$ cat src/rtl/cpq_pkg.sv
// ----------------------------------------------------------------------------
// cpq_pkg
// Shared types, constants and helper functions of the cell palette quantiser.
// ----------------------------------------------------------------------------
package cpq_pkg;

    // sizes fixed by the field widths
    localparam int PALETTE_SIZE = 16;
    localparam int POS_W        = 17;
    localparam int ORG_W        = 16;
    localparam int DIM_W        = 9;
    localparam int CNT_W        = 8;
    localparam int GLYPH_W      = 16;
    localparam int CHAN_W       = 8;
    localparam int IDX_W        = 4;
    localparam int SQ_W         = 16;
    localparam int DIST_W       = 18;
    localparam int LEVELS       = 4;
    localparam int QUEUE_DEPTH  = 4;

    localparam logic [DIM_W-1:0]  MAX_LAYER_WIDTH   = 9'd256;
    localparam logic [DIM_W-1:0]  MAX_LAYER_HEIGHT  = 9'd256;
    localparam logic [DIM_W-1:0]  RESET_WIDTH       = 9'd80;
    localparam logic [DIM_W-1:0]  RESET_HEIGHT      = 9'd25;
    localparam logic [CHAN_W-1:0] TRANSPARENT_LEVEL = 8'd255;

    // configuration register indexes
    typedef enum logic [1:0] {
        CFG_ORIGIN_X     = 2'd0,
        CFG_ORIGIN_Y     = 2'd1,
        CFG_LAYER_WIDTH  = 2'd2,
        CFG_LAYER_HEIGHT = 2'd3
    } t_cfg_reg;

    // the palette uses only four levels per channel
    localparam logic [CHAN_W-1:0] LEVEL_VALUE [LEVELS] = '{8'd0, 8'd84, 8'd168, 8'd252};

    // level code of each palette entry per channel
    localparam logic [1:0] PAL_RED_CODE [PALETTE_SIZE] =
        '{2'd0, 2'd0, 2'd0, 2'd0, 2'd2, 2'd2, 2'd2, 2'd2,
          2'd1, 2'd1, 2'd1, 2'd1, 2'd3, 2'd3, 2'd3, 2'd3};
    localparam logic [1:0] PAL_GREEN_CODE [PALETTE_SIZE] =
        '{2'd0, 2'd0, 2'd2, 2'd2, 2'd0, 2'd0, 2'd1, 2'd2,
          2'd1, 2'd1, 2'd3, 2'd3, 2'd1, 2'd1, 2'd3, 2'd3};
    localparam logic [1:0] PAL_BLUE_CODE [PALETTE_SIZE] =
        '{2'd0, 2'd2, 2'd0, 2'd2, 2'd0, 2'd2, 2'd0, 2'd2,
          2'd1, 2'd3, 2'd1, 2'd3, 2'd1, 2'd3, 2'd1, 2'd3};

    typedef logic [SQ_W-1:0]   t_sq;
    typedef logic [DIST_W-1:0] t_dist;

    // non-empty cell as it travels through the queue
    typedef struct packed {
        logic signed [POS_W-1:0] screen_x;
        logic signed [POS_W-1:0] screen_y;
        logic [GLYPH_W-1:0]      glyph;
        logic [CHAN_W-1:0]       fg_red;
        logic [CHAN_W-1:0]       fg_green;
        logic [CHAN_W-1:0]       fg_blue;
        logic [CHAN_W-1:0]       back_red;
        logic [CHAN_W-1:0]       back_green;
        logic [CHAN_W-1:0]       back_blue;
    } t_cell;

    // queue status seen by both sides
    typedef struct packed {
        logic full;
        logic empty;
    } t_q_stat;

    // square of the distance between a level and a palette level
    function automatic t_sq sq_diff(input logic [CHAN_W-1:0] a, input logic [CHAN_W-1:0] b);
        logic [CHAN_W-1:0] d;
        d = (a >= b) ? (a - b) : (b - a);
        return t_sq'(d) * t_sq'(d);
    endfunction

    // lowest of four distances, lowest position wins a tie
    function automatic logic [1:0] min4_pos(input t_dist [3:0] d);
        logic [1:0] best;
        t_dist      best_d;
        best   = 2'd0;
        best_d = d[0];
        for (int k = 1; k < 4; k++) begin
            if (d[k] < best_d) begin
                best   = 2'(k);
                best_d = d[k];
            end
        end
        return best;
    endfunction

endpackage

$ cat src/rtl/cpq_front.sv
// ----------------------------------------------------------------------------
// cpq_front
// Configuration registers, layer position counters and empty-cell filter.
// ----------------------------------------------------------------------------
module cpq_front (
    input  logic                            i_clk,
    input  logic                            i_rst_n,
    input  logic                            i_cfg_valid,
    output logic                            o_cfg_ready,
    input  logic [1:0]                      i_cfg_index,
    input  logic [15:0]                     i_cfg_data,
    input  logic                            i_in_valid,
    output logic                            o_in_stall,
    input  logic [cpq_pkg::GLYPH_W-1:0]     i_glyph,
    input  logic [cpq_pkg::CHAN_W-1:0]      i_fg_red,
    input  logic [cpq_pkg::CHAN_W-1:0]      i_fg_green,
    input  logic [cpq_pkg::CHAN_W-1:0]      i_fg_blue,
    input  logic [cpq_pkg::CHAN_W-1:0]      i_back_red,
    input  logic [cpq_pkg::CHAN_W-1:0]      i_back_green,
    input  logic [cpq_pkg::CHAN_W-1:0]      i_back_blue,
    input  cpq_pkg::t_q_stat                i_q_stat,
    output logic                            o_push,
    output cpq_pkg::t_cell                  o_cell
);
    import cpq_pkg::*;

    logic signed [ORG_W-1:0] r_origin_x, r_origin_y;
    logic [DIM_W-1:0]        r_width, r_height;
    logic [CNT_W-1:0]        r_col, r_row;
    logic [CNT_W-1:0]        n_col, n_row;
    logic [DIM_W-1:0]        w_lim, h_lim;
    logic                    accept;

    // usable limit: zero acts as one, oversize clamps
    function automatic logic [DIM_W-1:0] limit_of(input logic [DIM_W-1:0] v,
                                                  input logic [DIM_W-1:0] maxv);
        logic [DIM_W-1:0] r;
        if (v == '0)       r = DIM_W'(1);
        else if (v > maxv) r = maxv;
        else               r = v;
        return r;
    endfunction

    assign o_cfg_ready = 1'b1;

    // configuration writes
    always_ff @(posedge i_clk) begin
        if (!i_rst_n) begin
            r_origin_x <= '0;
            r_origin_y <= '0;
            r_width    <= RESET_WIDTH;
            r_height   <= RESET_HEIGHT;
        end else if (i_cfg_valid) begin
            unique case (t_cfg_reg'(i_cfg_index))
                CFG_ORIGIN_X:     r_origin_x <= i_cfg_data;
                CFG_ORIGIN_Y:     r_origin_y <= i_cfg_data;
                CFG_LAYER_WIDTH:  r_width    <= i_cfg_data[DIM_W-1:0];
                CFG_LAYER_HEIGHT: r_height   <= i_cfg_data[DIM_W-1:0];
                default: ;
            endcase
        end
    end

    assign o_in_stall = i_q_stat.full;
    assign accept     = i_in_valid && !i_q_stat.full;

    // counter advance, wraps at the limits
    always_comb begin
        w_lim = limit_of(r_width, MAX_LAYER_WIDTH);
        h_lim = limit_of(r_height, MAX_LAYER_HEIGHT);
        n_col = r_col;
        n_row = r_row;
        if ({1'b0, r_col} + DIM_W'(1) >= w_lim) begin
            n_col = '0;
            if ({1'b0, r_row} + DIM_W'(1) >= h_lim) n_row = '0;
            else                                    n_row = r_row + CNT_W'(1);
        end else begin
            n_col = r_col + CNT_W'(1);
        end
    end

    always_ff @(posedge i_clk) begin
        if (!i_rst_n) begin
            r_col <= '0;
            r_row <= '0;
        end else if (accept) begin
            r_col <= n_col;
            r_row <= n_row;
        end
    end

    // queue entry for non-empty cells
    assign o_push = accept && (i_glyph != '0);

    always_comb begin
        o_cell.screen_x   = {r_origin_x[ORG_W-1], r_origin_x} + POS_W'({1'b0, r_col});
        o_cell.screen_y   = {r_origin_y[ORG_W-1], r_origin_y} + POS_W'({1'b0, r_row});
        o_cell.glyph      = i_glyph;
        o_cell.fg_red     = i_fg_red;
        o_cell.fg_green   = i_fg_green;
        o_cell.fg_blue    = i_fg_blue;
        o_cell.back_red   = i_back_red;
        o_cell.back_green = i_back_green;
        o_cell.back_blue  = i_back_blue;
    end

endmodule

$ cat config.mk
export PLATFORM = sky130hd
export DESIGN_NAME = cpq_front
export DESIGN_NICKNAME = d
export VERILOG_FILES = /design/src/rtl/cpq_pkg.sv /design/src/rtl/cpq_front.sv
export SDC_FILE = /design/constraint.sdc
export NUM_CORES = 1
export LEC_CHECK = 0
export BUFFER_PORTS_ARGS = -buffer_cell sky130_fd_sc_hd__buf_2
export CAP_MARGIN = 20
export CORE_MARGIN = 2
export CORE_UTILIZATION = 44
export DETAILED_ROUTE_END_ITERATION = 12
export PLACE_DENSITY = 0.74
export SLEW_MARGIN = 20
export SYNTH_ARGS = -nofsm -noshare
export SYNTH_HDL_FRONTEND = slang
export SYNTH_SLANG_ARGS = --single-unit
$ cat constraint.sdc
create_clock -name i_clk -period 3.2 [get_ports i_clk]
set_clock_uncertainty 0.15 [all_clocks]
set_input_delay 0 -clock i_clk [delete_from_list [all_inputs] [get_ports i_clk]]
set_output_delay 0 -clock i_clk [all_outputs]
set_load 0.005 [all_outputs]
== Word-level counts from Yosys, hierarchy flattened ==
Index checks and enable logic that the tools add are counted.
Cells by class
  add/sub/neg operators: 6
  magnitude comparators: 4
  equality and inequality tests: 3
  mux-type cells: 6
  reduce and logical (&&, ||, !) cells: 12
Operators by type and width (count)
  $mux W9: 4
  $add A16 B9 Y17: 2
  $add A8 B1 Y9 const B: 2
  $ge A9 B9 Y1: 2
  $gt A9 B9 Y1 const B: 2
  $logic_not A9 Y1: 2
  $add A8 B1 Y8 const B: 2
  $mux W8: 2
  $reduce_bool A16 Y1: 1
  $reduce_and A2 Y1: 5
  $eq A2 B2 Y1 const B: 2
  $eq A2 B1 Y1 const B: 1
  $logic_and A1 B1 Y1: 2
  $logic_not A2 Y1: 1
  $logic_not A1 Y1: 1
Storage, ports and cells
  register bits: 66
  input port bits: 88
  output and inout port bits: 101
  word-level logic and storage cells: 37

== Depth between registers and ports, before layout ==
  depth after elaboration: 5
  gate-level depth with buffers: 13
  mapped depth without buffers: 11

== Worst setup path before layout ==
No wires, ideal clock.
  path type: register to register
  start: reg r_col[2]
  end: reg r_row[3]
  library setup time: 87 ps
  data arrival time: 2416 ps
  data required time: 2963 ps
  path slack: 547 ps
  stages on the path, launching flop included: 14
  path buffers: 2
  clock period less this slack: 2653 ps
  path through: dfxtp_1 clkbuf_1 and3_1 and3_1 nand3_1 xnor2_1 ha_1 a21o_1 a21oi_1 nand3_1 o21ai_1 buf_2 a32oi_1 o31ai_1
Between the ends
  word-level cells in the longest chain between the ends: 3
RTL lines
  start: declaration: line cpq_front.sv:29  | logic [CNT_W-1:0] r_col, r_row;
  start signal: assignment: line cpq_front.sv:87  | r_col <= n_col;
  $add A8 B1 Y9: line cpq_front.sv:73  | if ({1'b0, r_col} + DIM_W'(1) >= w_lim) begin
  $ge A9 B9 Y1: line cpq_front.sv:73
  $reduce_and A2 Y1 (no line)
  end signal: assignment: line cpq_front.sv:88  | r_row <= n_row;
  end: declaration: line cpq_front.sv:29
Every way passes these cells.
A chain may end at the register's enable or synchronous reset.

== Worst setup path after layout ==
  start: reg r_col[3]
  end: reg r_row[0]
Same word-level chain as after synthesis.

==> flow_metrics.py <==
metrics = {
    "finish": {
        "fill_cells": 948,
        "mostFrequentLayoutCells": "nand2_1 (140), buf_2 (90), dlygate4sd3_1 (72), dfxtp_1 (66), a21oi_1 (63)",
        "layout-drive-gt1-share_pct": 17.2,
        "final_area_um2": 5520,
        "mostFrequentLayoutCell": "nand2_1",
        "diodes": 0,
        "nets": 813,
        "syn2layout_area_growth_pct": 21.6,
        "instances_no_fill": 828,
    },
    "worst_hold_path": {
        "hold_path_class": "primary input to flip-flop",
    },
    "grt": {
        "grt_max_degree": 47,
        "grt_pass1_vias": 4027,
        "grt_overflow_total": 0,
        "grt_usage_pct": 20.2,
        "grt_pass1_wl_mm": 18.3,
        "antenna_found_initial": 0,
    },
    "job": {
        "max-cap-violations": 0,
    },
    "synthesis": {
        "syn_avg_cell_area_um2": 7.60,
        "synth_seq_cells": 66,
        "synth_area_um2": 4540,
        "async_flop_share_pct": 0,
        "synth_edf_count": 0,
        "yosys.cell_types.count": 46,
        "yosysWarnings": 0,
        "syn_nets": 723,
        "synth_ff_type": "dfxtp_1",
        "ys_seq_area_share_pct": 29.1,
        "syn_inst": 597,
    },
    "worst_setup_path": {
        "critPathTopFamily": "simple AND/OR/NAND/NOR gates",
        "path_cells": "and3_1 -> and3_1 -> nand3_1 -> xnor2_1 -> ha_1 -> a21o_1 -> a21oi_1 -> nand3_1 -> o21ai_1 -> buf_4 -> nand2b_2 -> mux2i_1",
        "worstSetupStartpointType": "flip-flop",
        "crit_buf_inv": 1,
        "required_ns": 3.26,
        "crit_type": "flip-flop to flip-flop",
        "max_stage_delay_ns": 0.45,
        "end_kind": "flip-flop",
        "crit_path_max_fanout": 11,
        "arrival_ns": 3.00,
        "crit_slowest_cell": "dfxtp_1",
    },
    "detailed_routing": {
        "dr.pass1.iters": 4,
        "first_iter_violations": 244,
        "drt-total-wl_mm": 11.4,
        "drc": 0,
        "vias": 4314,
        "vias_per_cell": 5.21,
        "wl_per_cell_um": 13.8,
        "ant_nets": 0,
    },
    "die": {
        "die_w_um": 106,
        "fp.dieH_um": 106,
        "coreArea_um2": 10200,
        "io_pins": 189,
        "dieArea_um2": 11100,
        "initial_core_util_pct": 44.6,
        "rows": 37,
    },
    "power": {
        "p_per_area_nw_per_um2": 334,
        "worst_ir_drop_vdd_uv": 286,
        "p_leak_uw": 0.00245,
    },
    "placed_design": {
        "io_buffers": 90,
        "place_hpwl_mm": 8.15,
        "dpl_cell_area_um2": 4600,
        "gp_congestion": 0.855,
        "place_inst": 740,
    },
    "status": {
        "outcome": "finished, final reports clean",
    },
    "clock_tree": {
        "cts_root_buf": "clkbuf_8",
        "numCtsBuffers": 9,
        "cts_sinks": 66,
        "clk_latency_ns": 0.34,
        "cts_tree": "done",
        "clkTransAtPathRegs_ns": 0.07,
        "htree_levels": 3,
        "clockBufferDepth": 2,
    },
    "timing": {
        "max_freq_ghz": 0.340,
        "fin_crit_ns": 2.94,
        "post-route-period-util_pct": 92.0,
        "finalSetupViolations": 0,
        "fin_setup_tns_ns": 0,
        "hold_viol_final": 0,
        "slew_headroom_pct": 31.4,
        "slew_violations": 0,
        "tightest_slew_ns": 1.03,
        "rsz0062_at_grt": "no",
    },
}
## logic make-up (layout without fill, tap and decap cells)
logic type	count (synthesis)	count (layout)	synth area share, %
AO/OA/AOI/OAI	109	109	14.5
XOR/XNOR	42	42	8.10
adder cells (fa/ha/maj)	38	38	10.8
buffers and inverters	98	193	13.7
flip-flops	66	66	29.1
multiplexers	1	1	0.221
other	1	1	0.0826
AND/OR/NAND/NOR	242	242	23.5
## through the flow
step	util (%)	hold WS (ns)	setup slack (ns)	total power, uW
floorplan	-	-0.0692	0.547	1050
global route	54.2	0.0380	0.0654	1920
finish	54.2	0.0293	0.257	1840
CTS	54.2	0.00823	0.280	1850
detailed placement	45.2	-0.150	0.308	1080
global placement	45.2	-0.150	0.342	1070
## worst paths after layout
kind,from,end,slack [ns],depth (start not counted)
max,r_col[3],r_row[0],0.26,12
min,i_cfg_index[1],r_origin_x[7],0.03,4
max reg2reg,r_col[3],r_row[0],0.26,12
min reg2reg,r_origin_x[7],r_origin_x[7],0.32,2
## worst reg2reg max path, cell delays in order (launching register included)
cell	delay, ns
dfxtp_1	0.45
and3_1	0.27
and3_1	0.21
nand3_1	0.10
xnor2_1	0.15
ha_1	0.32
a21o_1	0.16
a21oi_1	0.18
nand3_1	0.09
o21ai_1	0.24
buf_4	0.22
nand2b_2	0.19
mux2i_1	0.09
## final cells by class
type | instances | area (um^2) | area share, %
well taps | 136 | 170 | 3.08
inverters | 13 | 48.8 | 0.884
repair buffers | 164 | 1190 | 21.5
multi-input cells | 433 | 2600 | 47.0
clock buffers | 14 | 163 | 2.95
clock inverters | 2 | 35.0 | 0.634
flip-flops and latches | 66 | 1320 | 23.9
## what timing repair did
item / CTS / global route
gates resized for setup: 0 / 0
hold buffers: 72 / 0
setup buffers: 0 / 0
hold endpoints to repair: 105 / 0
## flip-flops by register name, indices dropped and copies added (netlist names)
signal,count
r_width,9
r_origin_x,16
r_height,9
r_origin_y,16
r_row,8
r_col,8
## power by group
group	switching (uW)	internal [uW]
sequential	23.6	845
clock	303	403
combinational	131	138
## layer usage
| layer | global-route usage, % | routed length (um) | vias to the layer above |
|---|---|---|---|
| li1 | - | - | 2119 |
| met1 | 24.5 | 4770 | 2027 |
| met2 | 36.3 | 5870 | 157 |
| met3 | 4.51 | 677 | 11 |
| met4 | 4.98 | 101 | 0 |
| met5 | 0 | 0 | - |
## synthesized netlist by cell type, types with 4 or more instances
master / number / share of area, %
and3_1: 10 / 1.4
inv_1: 10 / 0.83
a21oi_1: 63 / 6.9
o21a_1: 4 / 0.66
o21ai_0: 12 / 1.3
o31a_1: 4 / 0.77
buf_4: 66 / 11
clkbuf_1: 15 / 1.2
nand2b_1: 8 / 1.1
a21o_1: 6 / 0.99
nand2_1: 140 / 12
buf_2: 4 / 0.44
nor4_1: 6 / 0.83
dfxtp_1: 66 / 29
nor2b_1: 5 / 0.69
nand4_1: 5 / 0.69
xor2_1: 15 / 2.9
ha_1: 36 / 9.9
nand3_1: 26 / 2.9
xnor2_1: 27 / 5.2
nor2_1: 29 / 2.4
Note: power is estimated with default switching activity, not from simulation.
