===== src/rtl/cpq_pkg.sv =====
// ----------------------------------------------------------------------------
// cpq_pkg
// Shared types, constants and helper functions of the cell palette quantiser.
// ----------------------------------------------------------------------------
package cpq_pkg;

    // sizes fixed by the field widths
    localparam int PALETTE_SIZE = 16;
    localparam int POS_W        = 17;
    localparam int ORG_W        = 16;
    localparam int DIM_W        = 9;
    localparam int CNT_W        = 8;
    localparam int GLYPH_W      = 16;
    localparam int CHAN_W       = 8;
    localparam int IDX_W        = 4;
    localparam int SQ_W         = 16;
    localparam int DIST_W       = 18;
    localparam int LEVELS       = 4;
    localparam int QUEUE_DEPTH  = 4;

    localparam logic [DIM_W-1:0]  MAX_LAYER_WIDTH   = 9'd256;
    localparam logic [DIM_W-1:0]  MAX_LAYER_HEIGHT  = 9'd256;
    localparam logic [DIM_W-1:0]  RESET_WIDTH       = 9'd80;
    localparam logic [DIM_W-1:0]  RESET_HEIGHT      = 9'd25;
    localparam logic [CHAN_W-1:0] TRANSPARENT_LEVEL = 8'd255;

    // configuration register indexes
    typedef enum logic [1:0] {
        CFG_ORIGIN_X     = 2'd0,
        CFG_ORIGIN_Y     = 2'd1,
        CFG_LAYER_WIDTH  = 2'd2,
        CFG_LAYER_HEIGHT = 2'd3
    } t_cfg_reg;

    // the palette uses only four levels per channel
    localparam logic [CHAN_W-1:0] LEVEL_VALUE [LEVELS] = '{8'd0, 8'd84, 8'd168, 8'd252};

    // level code of each palette entry per channel
    localparam logic [1:0] PAL_RED_CODE [PALETTE_SIZE] =
        '{2'd0, 2'd0, 2'd0, 2'd0, 2'd2, 2'd2, 2'd2, 2'd2,
          2'd1, 2'd1, 2'd1, 2'd1, 2'd3, 2'd3, 2'd3, 2'd3};
    localparam logic [1:0] PAL_GREEN_CODE [PALETTE_SIZE] =
        '{2'd0, 2'd0, 2'd2, 2'd2, 2'd0, 2'd0, 2'd1, 2'd2,
          2'd1, 2'd1, 2'd3, 2'd3, 2'd1, 2'd1, 2'd3, 2'd3};
    localparam logic [1:0] PAL_BLUE_CODE [PALETTE_SIZE] =
        '{2'd0, 2'd2, 2'd0, 2'd2, 2'd0, 2'd2, 2'd0, 2'd2,
          2'd1, 2'd3, 2'd1, 2'd3, 2'd1, 2'd3, 2'd1, 2'd3};

    typedef logic [SQ_W-1:0]   t_sq;
    typedef logic [DIST_W-1:0] t_dist;

    // non-empty cell as it travels through the queue
    typedef struct packed {
        logic signed [POS_W-1:0] screen_x;
        logic signed [POS_W-1:0] screen_y;
        logic [GLYPH_W-1:0]      glyph;
        logic [CHAN_W-1:0]       fg_red;
        logic [CHAN_W-1:0]       fg_green;
        logic [CHAN_W-1:0]       fg_blue;
        logic [CHAN_W-1:0]       back_red;
        logic [CHAN_W-1:0]       back_green;
        logic [CHAN_W-1:0]       back_blue;
    } t_cell;

    // queue status seen by both sides
    typedef struct packed {
        logic full;
        logic empty;
    } t_q_stat;

    // square of the distance between a level and a palette level
    function automatic t_sq sq_diff(input logic [CHAN_W-1:0] a, input logic [CHAN_W-1:0] b);
        logic [CHAN_W-1:0] d;
        d = (a >= b) ? (a - b) : (b - a);
        return t_sq'(d) * t_sq'(d);
    endfunction

    // lowest of four distances, lowest position wins a tie
    function automatic logic [1:0] min4_pos(input t_dist [3:0] d);
        logic [1:0] best;
        t_dist      best_d;
        best   = 2'd0;
        best_d = d[0];
        for (int k = 1; k < 4; k++) begin
            if (d[k] < best_d) begin
                best   = 2'(k);
                best_d = d[k];
            end
        end
        return best;
    endfunction

endpackage


===== src/rtl/cpq_queue.sv =====
// ----------------------------------------------------------------------------
// cpq_queue
// Short register queue between the cell front end and the palette search.
// ----------------------------------------------------------------------------
module cpq_queue (
    input  logic             i_clk,
    input  logic             i_rst_n,
    input  logic             i_push,
    input  cpq_pkg::t_cell   i_cell,
    input  logic             i_pop,
    output cpq_pkg::t_cell   o_cell,
    output cpq_pkg::t_q_stat o_stat
);
    import cpq_pkg::*;

    localparam int PTR_W = $clog2(QUEUE_DEPTH);

    t_cell              r_mem [QUEUE_DEPTH];
    logic [PTR_W-1:0]   r_wr, r_rd;
    logic [PTR_W:0]     r_count;
    logic               do_push, do_pop;

    assign o_stat.full  = (r_count == (PTR_W+1)'(QUEUE_DEPTH));
    assign o_stat.empty = (r_count == '0);
    assign do_push      = i_push && !o_stat.full;
    assign do_pop       = i_pop && !o_stat.empty;
    assign o_cell       = r_mem[r_rd];

    // storage
    always_ff @(posedge i_clk) begin
        if (do_push) r_mem[r_wr] <= i_cell;
    end

    // pointers and fill count
    always_ff @(posedge i_clk) begin
        if (!i_rst_n) begin
            r_wr    <= '0;
            r_rd    <= '0;
            r_count <= '0;
        end else begin
            if (do_push) r_wr <= r_wr + PTR_W'(1);
            if (do_pop)  r_rd <= r_rd + PTR_W'(1);
            case ({do_push, do_pop})
                2'b10:   r_count <= r_count + (PTR_W+1)'(1);
                2'b01:   r_count <= r_count - (PTR_W+1)'(1);
                default: ;
            endcase
        end
    end

endmodule


===== config.mk =====
export PLATFORM = sky130hd
export DESIGN_NAME = cpq_queue
export DESIGN_NICKNAME = d
export VERILOG_FILES = /design/src/rtl/cpq_pkg.sv /design/src/rtl/cpq_queue.sv
export SDC_FILE = /design/constraint.sdc
export NUM_CORES = 1
export LEC_CHECK = 0
export BUFFER_PORTS_ARGS = -buffer_cell sky130_fd_sc_hd__buf_4
export CAP_MARGIN = 20
export CORE_MARGIN = 8
export CORE_UTILIZATION = 55
export DETAILED_ROUTE_END_ITERATION = 8
export HOLD_SLACK_MARGIN = 0.15
export PLACE_DENSITY = 0.77
export REMOVE_ABC_BUFFERS = 1
export SLEW_MARGIN = 40
export SYNTH_ARGS = -nofsm -noshare
export SYNTH_HDL_FRONTEND = slang
export SYNTH_SLANG_ARGS = --single-unit

===== constraint.sdc =====
create_clock -name i_clk -period 11.3 [get_ports i_clk]
set_input_delay 2.26 -clock i_clk [delete_from_list [all_inputs] [get_ports i_clk]]
set_output_delay 2.26 -clock i_clk [all_outputs]
set_load 0.005 [all_outputs]

After elaboration in Yosys (flattened, before gate mapping)
Memories as Yosys holds them, arrays and structs flattened. A register that Yosys moved wholly into a read port is not among the register bits. Cells that the tools add are included. W data, S select, Z words.

Register bits after elaboration: 7. Bits in writable memories: 392. Output and inout port bits: 100. Memories kept: 1.

Memories: r_mem (words 4, bits a word 98, rd ports 1, clocked after memory_dff 1, wr ports 1, RTL line cpq_queue.sv:18) `t_cell r_mem [QUEUE_DEPTH];`.

Add/sub/neg operators: 4. Eq/ne operators: 3. Mux-type cells: 5. Reductions and logical operators: 6.

Operators by type and width (number): $pmux W3 S2 (1); $add A2 B1 Y2 const B (2); $mux W2 (2); $add A3 B1 Y3 const B (1); $eq A3 B3 Y1 const B (1); $logic_not A3 Y1 (1); $sub A3 B1 Y3 const B (1); $eq A2 B1 Y1 const B (1); $eq A2 B2 Y1 const B (1); $logic_and A1 B1 Y1 (2); $logic_not A1 Y1 (2); $mux W1 (2); $reduce_bool A2 Y1 (1).

Longest topological paths before layout
Gate-level depths: netlist of run 1.

Depth after elaboration: 5. Depth in mapped cells: 10. Mapped depth without buffers: 9.

Worst setup path before layout of run 1
OpenSTA, ideal clock, no wires.

Path type: input to register. Start: input i_push. End: memory r_mem[0][0] (netlist bit) (enable). Arrival time: 4.907 ns. Required time: 10.832 ns. Setup slack: 5.925 ns. Stages: 3. Buffers on the path: 1. Cells stage by stage: nor2b_1 clkbuf_1 and2_1.

Word-level cells in the longest chain between the ends: 3.

RTL lines: from (decl) (RTL line cpq_queue.sv:8) `input logic i_push,`; $logic_and A1 B1 Y1 (RTL line cpq_queue.sv:25) `assign do_push = i_push && !o_stat.full;`; $mux W1 (RTL line cpq_queue.sv:31) `if (do_push) r_mem[r_wr] <= i_cell;`; $mux W1 (not written as such) (RTL line cpq_queue.sv:31); to (decl) (RTL line cpq_queue.sv:18).

No other way between the ends.

==> results.json, run 1 <==
{
  "grt_overflow": 0,
  "grt_pass1_vias": 7290,
  "ys_async_sr_fraction_pct": 0,
  "endpoint_kind": "output pin",
  "path_common_cell": "buf_4",
  "p_per_area_mw_per_mm2": 219,
  "fillers": 1609,
  "h-tree-depth": 2,
  "p_sw_uw": 925,
  "die_area_mm2": 0.0320,
  "cap_violations": 0,
  "yosys-top-cells-area": "edfxtp_1, mux4_2, dfxtp_1",
  "drc_errors": 0,
  "ios": 202,
  "internal_power_uw": 2930,
  "clk_pin_slew_ns": 0.06,
  "dp_slack_ns": 5.97,
  "synth.most_common_cell": "edfxtp_1",
  "gp_congestion": 0.717,
  "crit_family": "buffers and inverters",
  "synth_cells": 566,
  "synth.cell_area_mm2": 0.0146,
  "synth-edff-count": 392,
  "cts_buffer_depth": 3,
  "synth_area_leader_cell": "edfxtp_1",
  "finalWorstSetupSlack_ns": 5.61,
  "die_y_um": 179,
  "hold_path_class": "reg -> reg",
  "grt_max_degree": 64,
  "r2r_start": "r_count[2]",
  "synth_flop_cell": "edfxtp_1",
  "ys_seq_elements": 401,
  "cp_cell_sequence": "buf_4 -> buf_4 -> mux4_2 -> buf_4",
  "grt_first_pass_wirelength_um": 42200,
  "cts_buffers": 40,
  "reg2reg_setup_slack_ns": 8.47,
  "routedWlPerCell_um": 24.3,
  "critPathSlowestCell": "dfxtp_4",
  "max_freq_ghz": 0.176,
  "vias": 6598,
  "pwr-share-comb_pct": 20.9,
  "slew_violations": 0,
  "die_w_um": 179,
  "post_cts_resized": 0,
  "rsz0062_at_grt": "false",
  "dr.pass1.iters": 4,
  "critPathBufInv": 3,
  "swShare_pct": 24.0,
  "nets": 900,
  "cpPeakStageDelay_ns": 0.75,
  "antenna_left": 0,
  "vdd_drop_max_v": 0.000201,
  "r2r_end": "r_mem[2][53]",
  "crit_arrival_ns": 3.43,
  "cts_tree": "yes",
  "finalClockSkew_ns": 0.0208,
  "critPathKind": "reg -> out",
  "setup_viol": 0,
  "synthTopCellsByCount": "edfxtp_1, mux4_2, buf_2",
  "setup_tns_ns": 0,
  "max_slew_margin_pct": 48.6,
  "total_leakage_power_uw": 0.00590,
  "totalWireLength_um": 28100,
  "seq_power_share_pct": 48.2,
  "ys_seq_area_share_pct": 81.8,
  "clock_sinks": 401,
  "start_util_pct": 56.1,
  "cp.required_ns": 9.04,
  "cts-root-buf": "clkbuf_16",
  "min_period_over_period_pct": 50.4,
  "yosys_warnings": 0,
  "hold_viol_final": 0,
  "min_to": "r_rd[0]",
  "min_from": "r_rd[0]",
  "dr.first_iter.drc_count": 529,
  "drive_above_1_share_pct": 44.8,
  "antennaDiodeCount": 0,
  "worst_pin_slew_ns": 0.772,
  "p_clk_share_pct": 30.9,
  "io_buffers": 201,
  "synth_top_area_share_pct": 80.6,
  "core_mm2": 0.0261,
  "ctsHoldBuffers": 0,
  "num_rows": 59,
  "startpoint_type": "flop",
  "whs_path_depth": 2,
  "antenna_found_initial": 3,
  "reg2regPathDepth": 4,
  "clk-insertion-delay-late_ns": 0.52,
  "cts_setup_buffers": 0,
  "outcome": "completed",
  "place_hpwl_um": 17500,
  "synth.distinct_cells": 24,
  "path_max_fanout": 36,
  "track_usage_pct": 17.6,
  "area.growth.synth_to_final_pct": 20.9,
  "fin_crit_ns": 5.69,
  "routed_via_density": 5.72,
  "syn_area_per_cell_um2": 25.8
}
## flip-flops by register name, summed over array words and instances (netlist names), named ones only
name     flops
r_rd         2
r_count      3
r_wr         2
r_mem      392
## layer usage
layer  track usage (%)  up-vias  share of wire [%]
li1                  -     2873                  -
met1              22.1     3431                 39
met2              29.2      242                 51
met3              5.64       46                9.0
met4              5.13        6                1.8
met5                 0        -               0.14
## tightest hold or removal path: stages, from the launching register on
cell and delay, ns:
dfxtp_1 0.32, nand2_1 0.07, o21ai_0 0.06
## logic make-up (layout without fill, tap and decap cells)
kind of cell    after synthesis  count (layout)  share of synthesized area (%)
fa+ha+maj                     6               6                          0.565
simple gates                 20              20                          0.771
buf+inv                      30             283                           1.23
compound gates                7               7                          0.274
mux                         100             100                           15.2
xor+xnor                      2               2                          0.120
flops                       401             401                           81.8
## per-stage QoR
stage               cells  utilization, %  area [um2]  power, uW  hold slack [ns]
floorplan             542               -       14500       2350            0.461
global placement     1085            63.1       16500       2700            0.475
detailed placement   1085            63.2       16500       2720            0.496
CTS                  1154            67.7       17700       3910            0.502
global route         1154            67.8       17700       4020            0.518
finish               1154            67.8       17700       3860            0.502
## power by group through the flow
stage	Sequential [uW]	Combinational (uW)	Clock (uW)
finish	1860	805	1190
detailed placement	1900	827	0
global route	1880	872	1270
CTS	1870	832	1220
global placement	1880	814	0
floorplan	1930	416	0
## cell usage in the layout (no fill, tap or decap), types with 2 or more instances in the layout
| cell type | Yosys | final |
|---|---|---|
| edfxtp_1 | 392 | 392 |
| buf_4 | 1 | 204 |
| mux4_2 | 98 | 98 |
| clkbuf_16 | 0 | 41 |
| clkinv_1 | 0 | 9 |
| clkinv_2 | 0 | 9 |
| nand2_1 | 7 | 7 |
| dfxtp_1 | 9 | 7 |
| inv_1 | 6 | 6 |
| o21ai_0 | 5 | 5 |
| ha_1 | 5 | 5 |
| clkbuf_1 | 9 | 5 |
| and2_4 | 0 | 4 |
| buf_6 | 1 | 4 |
| nor2b_1 | 2 | 2 |
| and2_1 | 6 | 2 |
| mux2i_1 | 2 | 2 |
| or3_1 | 2 | 2 |
| a21boi_0 | 2 | 2 |
| dfxtp_4 | 0 | 2 |
| clkinvlp_4 | 0 | 2 |
## final cells by class
class                      count  area, um2  area share (%)
multi-input combinational    135       2490            14.1
clock buffer                  47       1060            5.99
inverter                       6       22.5           0.128
sequential                   401      12000            67.7
tap                          335        419            2.37
clock inverter                22        133           0.751
timing repair buffer         208       1580            8.93
## worst max-delay path by stage
stage | slack (ns) | depth (start not counted) | start | endpoint
finish | 5.61 | 4 | flop | o_cell[34]
global route | 5.22 | 4 | flop | o_cell[34]
CTS | 5.40 | 4 | flop | o_cell[34]
detailed placement | 5.97 | 4 | flop | o_cell[34]
global placement | 5.97 | 4 | flop | o_cell[34]
floorplan | 4.29 | 1 | flop | o_cell[0]
(Power assumes the default switching activity.)
==> run 2, diff against run 1 <==
--- a/config.mk
+++ b/config.mk
@@ -5,13 +5,14 @@
 export SDC_FILE = /design/constraint.sdc
 export NUM_CORES = 1
 export LEC_CHECK = 0
+export ABC_AREA = 1
 export BUFFER_PORTS_ARGS = -buffer_cell sky130_fd_sc_hd__buf_4
 export CAP_MARGIN = 20
 export CORE_MARGIN = 8
-export CORE_UTILIZATION = 55
+export CORE_UTILIZATION = 52
 export DETAILED_ROUTE_END_ITERATION = 8
 export HOLD_SLACK_MARGIN = 0.15
-export PLACE_DENSITY = 0.77
+export PLACE_DENSITY = 0.76
 export REMOVE_ABC_BUFFERS = 1
 export SLEW_MARGIN = 40
 export SYNTH_ARGS = -nofsm -noshare
==> constraint.sdc (replaced) <==
create_clock -name i_clk -period 5.2 [get_ports i_clk]
set_input_delay 1.04 -clock i_clk [delete_from_list [all_inputs] [get_ports i_clk]]
set_output_delay 1.04 -clock i_clk [all_outputs]
set_load 0.005 [all_outputs]
==> results.json, run 2 <==
{
  "final_common_cell": "edfxtp_1",
  "nets": 1323,
  "hold_viol_final": 0,
  "antenna_left": 0,
  "setup_tns_ns": 0,
  "r2r_end": "r_mem[0][67]",
  "finalClockSkew_ns": 0.0186,
  "synth.most_common_cell": "edfxtp_1",
  "cts_setup_buffers": 0,
  "critPathKind": "reg -> out",
  "clk_pin_slew_ns": 0.06,
  "largest_reg_flops": 392,
  "totalWireLength_um": 33100,
  "path_max_fanout": 47,
  "routedWlPerCell_um": 20.3,
  "yosys_warnings": 0,
  "io_buffers": 201,
  "fin_crit_ns": 3.94,
  "cts-root-buf": "clkbuf_16",
  "cpPeakStageDelay_ns": 0.75,
  "ctsHoldBuffers": 0,
  "max_slew_margin_pct": 45.5,
  "die_w_um": 186,
  "synth_area_leader_cell": "edfxtp_1",
  "startpoint_type": "flop",
  "grt_overflow": 0,
  "ys_seq_elements": 401,
  "die_area_mm2": 0.0345,
  "vdd_drop_max_v": 0.000304,
  "grt_pass1_vias": 9107,
  "start_util_pct": 52.5,
  "gp_congestion": 0.780,
  "endpoint_kind": "output pin",
  "cts_buffers": 40,
  "cts_tree": "yes",
  "clock_sinks": 401,
  "dr.pass1.iters": 5,
  "die_y_um": 186,
  "drc_errors": 0,
  "post_cts_resized": 0,
  "yosys-top-cells-area": "edfxtp_1, nor2_1, o21ai_0",
  "synth-compound-area-share_pct": 10.9,
  "cp.required_ns": 4.16,
  "num_rows": 62,
  "clk-insertion-delay-late_ns": 0.52,
  "cap_violations": 0,
  "routed_via_density": 5.64,
  "synth_fa_ha_area_share_pct": 0.551,
  "r2r_start": "r_count[1]",
  "p_per_area_mw_per_mm2": 481,
  "synth_flop_cell": "edfxtp_1",
  "synth_top_family_by_area": "compound AO/OA/AOI/OAI gates",
  "multi_input_area_mm2": 0.00260,
  "cts_buffer_depth": 3,
  "vias": 9205,
  "track_usage_pct": 18.6,
  "reg2regPathDepth": 5,
  "worst_pin_slew_ns": 0.817,
  "min_to": "r_wr[0]",
  "hold_path_class": "reg -> reg",
  "area.growth.synth_to_final_pct": 21.3,
  "fin_area_mm2": 0.0182,
  "grt_first_pass_wirelength_um": 50000,
  "drive_above_1_share_pct": 22.7,
  "regArea_mm2": 0.0120,
  "cp_cell_sequence": "clkinv_2 -> buf_4 -> o21ai_1 -> o22ai_1 -> buf_4",
  "place_hpwl_um": 19000,
  "whs_path_depth": 2,
  "syn_area_per_cell_um2": 14.7,
  "critPathBufInv": 3,
  "synth-xor-area-share_pct": 0,
  "rsz0062_at_grt": "false",
  "synth.distinct_cells": 20,
  "max_freq_ghz": 0.254,
  "synth-edff-count": 392,
  "final_cell_mix": "edfxtp_1, buf_4, nor2_1, o21ai_0, o22ai_1",
  "dr.first_iter.drc_count": 800,
  "ys_seq_area_share_pct": 79.7,
  "core_mm2": 0.0285,
  "fillers": 2037,
  "crit_arrival_ns": 2.90,
  "ys_async_sr_fraction_pct": 0,
  "synthMuxAreaShare_pct": 0,
  "synth_top_area_share_pct": 78.5,
  "critPathSlowestCell": "clkinv_2",
  "dpl_cell_area_mm2": 0.0169,
  "reg2reg_setup_slack_ns": 2.67,
  "regMostFlops": "r_mem",
  "largest_registers": "r_mem: 392 flops, r_count: 3 flops",
  "outcome": "completed",
  "min_period_over_period_pct": 75.8,
  "setup_viol": 0,
  "slew_violations": 0,
  "grt_max_degree": 115,
  "synth.cell_area_mm2": 0.0150,
  "total_leakage_power_uw": 0.00638,
  "ios": 202,
  "path_common_cell": "buf_4",
  "crit_family": "buffers and inverters",
  "h-tree-depth": 2,
  "synthTopCellsByCount": "edfxtp_1, nor2_1, o21ai_0",
  "synth-simple-area-share_pct": 5.70,
  "antenna_found_initial": 0,
  "synth_cells": 1018,
  "min_from": "r_wr[0]"
}
[run 2: cell count changes after synthesis, moves of 6 or more]
cell / before / now
and2_1: 6 / 0
buf_6: 1 / 15
clkbuf_1: 9 / 34
inv_1: 6 / 18
mux4_2: 98 / 0
nand2_1: 7 / 15
nor2_1: 0 / 206
o21ai_0: 5 / 151
o21ai_1: 0 / 47
o22ai_1: 0 / 98
[run 2: worst max path at each step]
stage               startpoint    endpoint  depth (start not counted)
floorplan                 flop   o_cell[0]                          3
global placement          flop  o_cell[57]                          5
detailed placement        flop  o_cell[69]                          5
CTS                       flop  o_cell[78]                          5
global route              flop   o_cell[5]                          5
finish                    flop  o_cell[78]                          5
[run 2: per-stage QoR]
stage,instances,hold slack (ns),worst slack (ns),power (uW),utilization [%]
CTS,1629,0.511,1.22,8820,63.6
global route,1630,0.529,1.03,9150,63.7
finish,1631,0.509,1.26,8750,63.7
floorplan,954,0.462,-0.675,4930,-
detailed placement,1556,0.501,1.78,5980,59.0
global placement,1553,0.496,1.78,5920,58.8
[run 2: cell families (layout without fill, tap and decap cells)]
family | after synthesis | in the layout
other cells | 0 | 1
fa+ha+maj | 6 | 6
buf+inv | 84 | 312
flops | 401 | 401
simple gates | 226 | 226
compound gates | 301 | 301
[run 2: metal layers]
metal / track usage (%) / share of wire [%] / vias up
met5: 0 / 0 / -
met4: 5.08 / 1.7 / 0
met3: 4.68 / 8.4 / 51
met2: 30.2 / 48 / 352
met1: 24.7 / 41 / 4575
li1: - / - / 4227
[run 2: layout make-up]
cell class / instances / share of cell area, %
clock inverters: 19 / 1.23
multi-input cells: 533 / 14.3
flip-flops and latches: 401 / 65.8
diodes: 1 / 0.0138
well taps: 384 / 2.64
inverters: 20 / 0.447
repair buffers: 219 / 9.67
clock buffers: 54 / 5.96
[run 2: power by group]
part           internal (uW)  leakage [uW]  switching [uW]
Combinational            825       0.00207            1170
Sequential              3840       0.00367            81.2
Clock                   1720      0.000638            1120
[run 2: worst min-delay path, cell delays in order, from the launching register on]
cell and delay [ns]:
dfxtp_1 0.33, nand2_1 0.07, a21oi_1 0.05
